## src/design/rau_pkg.sv

```systemverilog
package rau_pkg;
  localparam int WIDTH = 32;
  localparam logic [2:0] CMD_ADD = 3'd0;
  localparam logic [2:0] CMD_SUB = 3'd1;
  localparam logic [2:0] CMD_MUL = 3'd2;
  localparam logic [2:0] CMD_DIV = 3'd3;
  localparam logic [2:0] CMD_CMP = 3'd4;

  typedef enum logic [2:0] {
    OP_LOAD, OP_MUL1, OP_MUL2, OP_COMBINE, OP_GCD_START, OP_GCD_STEP, OP_DIV_START, OP_DIV_STEP
  } op_t;

  typedef struct packed {
    logic load;
    logic mul1;
    logic mul2;
    logic combine;
    logic gcd_start;
    logic gcd_step;
    logic div_start;
    logic div_step;
    logic finish;
  } cmd_bus_t;

  typedef struct packed {
    logic skip_gcd;
    logic gcd_done;
    logic div_done;
  } stat_bus_t;
endpackage

```

## src/design/rau_ctrl.sv

```systemverilog
module rau_ctrl
  import rau_pkg::*;
(
  input  logic      clk,
  input  logic      rst,
  input  logic      in_fire,
  input  logic      out_free,
  input  stat_bus_t stat,
  output cmd_bus_t  ctl,
  output logic      busy
);
  localparam logic [2:0] S_IDLE = 3'd0;
  localparam logic [2:0] S_MUL1 = 3'd1;
  localparam logic [2:0] S_MUL2 = 3'd2;
  localparam logic [2:0] S_COMB = 3'd3;
  localparam logic [2:0] S_GCD  = 3'd4;
  localparam logic [2:0] S_GSET = 3'd5;
  localparam logic [2:0] S_DIV  = 3'd6;
  localparam logic [2:0] S_FIN  = 3'd7;

  logic [2:0] state, state_next;

  always_ff @(posedge clk) begin
    if (rst) state <= S_IDLE;
    else state <= state_next;
  end

  always_comb begin
    state_next = state;
    ctl = '0;
    case (state)
      S_IDLE: begin
        if (in_fire) begin
          ctl.load = 1'b1;
          state_next = S_MUL1;
        end
      end
      S_MUL1: begin
        ctl.mul1 = 1'b1;
        state_next = S_MUL2;
      end
      S_MUL2: begin
        ctl.mul2 = 1'b1;
        state_next = S_COMB;
      end
      S_COMB: begin
        ctl.combine = 1'b1;
        state_next = S_GSET;
      end
      S_GSET: begin
        if (stat.skip_gcd) begin
          state_next = S_FIN;
        end else begin
          ctl.gcd_start = 1'b1;
          state_next = S_GCD;
        end
      end
      S_GCD: begin
        if (stat.gcd_done) begin
          ctl.div_start = 1'b1;
          state_next = S_DIV;
        end else begin
          ctl.gcd_step = 1'b1;
        end
      end
      S_DIV: begin
        if (stat.div_done) state_next = S_FIN;
        else ctl.div_step = 1'b1;
      end
      S_FIN: begin
        if (out_free) begin
          ctl.finish = 1'b1;
          state_next = S_IDLE;
        end
      end
      default: state_next = S_IDLE;
    endcase
  end

  assign busy = (state != S_IDLE);
endmodule

```

## config.mk

```make
export PLATFORM = sky130hd
export DESIGN_NAME = rau_ctrl
export DESIGN_NICKNAME = d
export VERILOG_FILES = /design/src/design/rau_pkg.sv /design/src/design/rau_ctrl.sv
export SDC_FILE = /design/constraint.sdc
export NUM_CORES = 1
export LEC_CHECK = 0
export BUFFER_PORTS_ARGS = -buffer_cell sky130_fd_sc_hd__buf_2
export CAP_MARGIN = 20
export CORE_AREA = 2 2 39 41
export CTS_CLUSTER_SIZE = 10
export DETAILED_ROUTE_END_ITERATION = 12
export DIE_AREA = 0 0 41 43
export SYNTH_ARGS = -nofsm -noshare
export SYNTH_HDL_FRONTEND = slang
export SYNTH_SLANG_ARGS = --single-unit
```

## constraint.sdc

```tcl
create_clock -name clk -period 1.86 [get_ports clk]
set_input_delay 0.279 -clock clk [delete_from_list [all_inputs] [get_ports clk]]
set_output_delay 0.279 -clock clk [all_outputs]
set_load 0.02 [all_outputs]
```

==> parameters.txt <==
Parameter                              Value

Run status
  Status    finished, final reports clean

Die
  Number of rows created at floorplan    14
  Number of I/O pins    17
  Total core area    1380 sq um
  Initial Utilization    21.0%
  Die Span Y    between 40 and 50 microns
  Area enclosed by the die boundary    1760 sq um
  Horizontal die dimension    41 microns

Timing
  F_max    0.605 GHz
  Final-report max-slew violation count    0
  Part of the cycle the worst path needs    88.8%
  Final min period    1650 ps
  Number of hold violations in the final report    0
  Worst-Margin Slew    445 ps
  Setup repair after global routing missed its margin    false
  Fin Setup TNS    0 ps
  Worst Clk Skew    3.66 ps
  Headroom to the max-slew limit    70.3%
  Final setup violation count    0

Power and ir drop
  Clock share of power    28.7%
  Leak Pwr    0.180 nW
  Design internal power    roughly 0.23 mW
  Total power divided by cell area    1030 nW/um^2
  Net Sw Power    0.165 mW
  Worst ir drop on vdd    0.000322 V
  Relative contribution of sequential cells to total power    30.6%
  Fraction of power consumed by combinational cells    40.8%
  Pwr Total    roughly 0.40 mW
  Share of total power consumed by net switching    41.4%

Finish
  Largest registers in the final layout    state: 3 flops
  Register with the highest flop count    state
  Fraction of layout instances using a drive strength above 1    41.8%
  Area growth, synth to finish    33.2%
  Number of nets in the final layout    63
  Final core utilization    27.9%
  Number of antenna repair diodes    0
  Final std cell area, no fill    387 sq um
  Layout filler cell count    between 150 and 200
  Number of flip-flops in the largest register    3

Place
  DP Area    360 sq um
  Final RePlAce weighted congestion    0.764
  Detailed-placement wirelength estimate    518 microns
  Buffers on Ports    16

Synth
  Per-instance average area after synthesis    7.64 sq um
  Cell types with the largest area share after synthesis    sky130_fd_sc_hd__dfxtp_1 (21%), sky130_fd_sc_hd__buf_6 (7.8%), sky130_fd_sc_hd__nand2_1 (6.5%), sky130_fd_sc_hd__nor3_1 (5.2%), sky130_fd_sc_hd__nor2_1 (5.2%)
  Summed instance area of the synthesized netlist    290 sq um
  Leading register cell type out of synthesis    sky130_fd_sc_hd__dfxtp_1
  Ys async rst share    0%
  Fraction of the yosys area taken by sequential cells    about a fifth
  Syn nets    45
  Number of synthesized flops with an enable pin    0
  Unique masters post-synth    24
  Post-Syn Instances    38
  Post-synthesis register bit count    3
  Fraction of synthesized cell area taken by the top area cell type    roughly a fifth
  Largest area contributor in the synthesized netlist    sky130_fd_sc_hd__dfxtp_1
  Library cell with the highest instance count after synthesis    sky130_fd_sc_hd__nand2_1
  Synthesis Warnings    0
  Most used standard cells in the synthesized netlist    sky130_fd_sc_hd__nand2_1 (5), sky130_fd_sc_hd__nor2_1 (4), sky130_fd_sc_hd__dfxtp_1 (3), sky130_fd_sc_hd__nor3_1 (3)

Flow run
  Max-capacitance violation count    0

Critical path
  Arrival time at the worst endpoint    1370 ps
  Max incr delay on CP    around 550 ps
  Critical-path cell list    nand2b_1, and2b_2, buf_2
  Worst R2R Setup Slack    650 ps
  Peak fanout along the critical path    14
  Slowest cell on the critical path    sky130_fd_sc_hd__dfxtp_1
  Startpoint kind of the worst setup timing path    register
  Kind of critical path    reg -> out
  Terminus of the critical flop-to-flop path    state[0]
  Element type at the critical path end    primary output
  Critical Path Source    state[1]
  Worst reg2reg path depth    3
  Endpoint required time on the critical path    1580 ps
  Count of buffer and inverter cells on the critical path    1
  Critical path's top delay family    flip-flops
  Origin of the critical flop-to-flop path    state[1]

Global routing
  Global-route congestion overflow total    0
  Total GRT Usage    9.95%
  Pin count of the biggest net entering global routing    17
  Number of antenna violations at the first check in global routing    0
  Via count of the first global-routing pass    277
  First-pass GRT wire length    roughly 1100 microns

Detailed routing
  Initial DRT Pass Iterations    4
  Detailed-route wire length per cell    9.86 microns
  Remaining number of nets flagged by the antenna check after routing    0
  Drt first-iter violations    11
  Detailed-route vias per instance    4.62
  WL final    700 microns
  Post-route DRC violation count    0
  Total via count after detailed routing    328

CTS
  CTS tree    yes
  CTS Root Buffer Type    sky130_fd_sc_hd__clkbuf_4
  Hold-fix buffers, CTS    0
  Clock slew at the register clock pins of the worst setup and hold paths    40 ps
  Number of CTS-inserted buffers    3
  # clock sinks    3
  CTS-repair resized insts    0
  Number of setup buffers added after CTS    0
  CTS H-tree depth    1
  Clock buffer depth    2
  Clock latency on the worst-skew pair    230 ps

Hold path
  Worst Hold Endpoint    state[1]
  Start point of the worst min-delay path    rst
  Hold-critical path depth    2
  Worst Hold Class    in -> reg
## power by group through the flow
stage | clock network (mW) | logic, mW | registers (mW)
final | 0.114 | 0.162 | 0.122
after global routing | 0.130 | 0.180 | 0.127
after CTS | 0.122 | 0.165 | 0.121
after detailed placement | 0 | 0.164 | 0.122
after global placement | 0 | 0.163 | 0.120
after floorplan | 0 | 0.164 | 0.0928
## cell families after synthesis
logic type	after synthesis	synth area share, %
buf+inv	4	11.6
flops	3	20.7
simple gates	22	45.7
compound gates	9	22.0
## layout make-up
class,instances,area (sq um),share of cell area [%]
Multi-Input combinational cell,31,196,50.8
Timing Repair Buffer,16,80.1,20.7
Sequential cell,3,60.1,15.5
Clock buffer,4,26.3,6.80
Tap cell,16,20.0,5.18
Inverter,1,3.75,0.971
## placed cells by master, fill, tap and decap left out
| cell type | synthesis | final |
|---|---|---|
| sky130_fd_sc_hd__nor2b_1 | 1 | 1 |
| sky130_fd_sc_hd__o2111ai_1 | 1 | 1 |
| sky130_fd_sc_hd__buf_2 | 0 | 16 |
| sky130_fd_sc_hd__nand2_1 | 5 | 5 |
| sky130_fd_sc_hd__and4bb_2 | 1 | 1 |
| sky130_fd_sc_hd__and2b_2 | 1 | 1 |
| sky130_fd_sc_hd__dfxtp_1 | 3 | 3 |
| sky130_fd_sc_hd__a21oi_2 | 1 | 1 |
| sky130_fd_sc_hd__a21oi_1 | 2 | 2 |
| sky130_fd_sc_hd__nand2b_1 | 2 | 2 |
| sky130_fd_sc_hd__nor4b_2 | 1 | 1 |
| sky130_fd_sc_hd__o21ai_0 | 1 | 1 |
| sky130_fd_sc_hd__clkbuf_4 | 0 | 3 |
| sky130_fd_sc_hd__nor3b_1 | 1 | 1 |
| sky130_fd_sc_hd__clkbuf_1 | 0 | 1 |
| sky130_fd_sc_hd__or3_1 | 1 | 1 |
| sky130_fd_sc_hd__a31oi_1 | 1 | 1 |
| sky130_fd_sc_hd__o221ai_1 | 1 | 1 |
| sky130_fd_sc_hd__or2b_1 | 1 | 1 |
| sky130_fd_sc_hd__nor3_1 | 3 | 3 |
| sky130_fd_sc_hd__o21a_1 | 1 | 1 |
| sky130_fd_sc_hd__nand3b_1 | 1 | 1 |
| sky130_fd_sc_hd__nor2_1 | 4 | 4 |
| sky130_fd_sc_hd__inv_1 | 1 | 1 |
| sky130_fd_sc_hd__o22a_1 | 1 | 1 |
## worst max path at each step
stage / end / cells after the start
after floorplan: ctl[6] / 2
after detailed placement: ctl[4] / 3
after CTS: ctl[4] / 3
after global placement: ctl[4] / 3
final: ctl[4] / 3
after global routing: ctl[4] / 3
## stage by stage
stage                     setup WS (ps)  hold slack [ps]  cells
final                               208              243     71
after global routing               91.0              245     71
after CTS                           196              232     71
after detailed placement            455              485     67
after global placement              484              479     67
after floorplan                     550              341     38
## per-layer routing
| metal | up-vias | routed length [microns] | GRT usage, % |
|---|---|---|---|
| li1 | 170 | - | - |
| met1 | 144 | 357 | 12.6 |
| met2 | 12 | 283 | 10.6 |
| met3 | 2 | 50 | 4.19 |
| met4 | 0 | 8 | 12.0 |
| met5 | - | 0 | 0 |
Power figures use the tool's default switching activity.
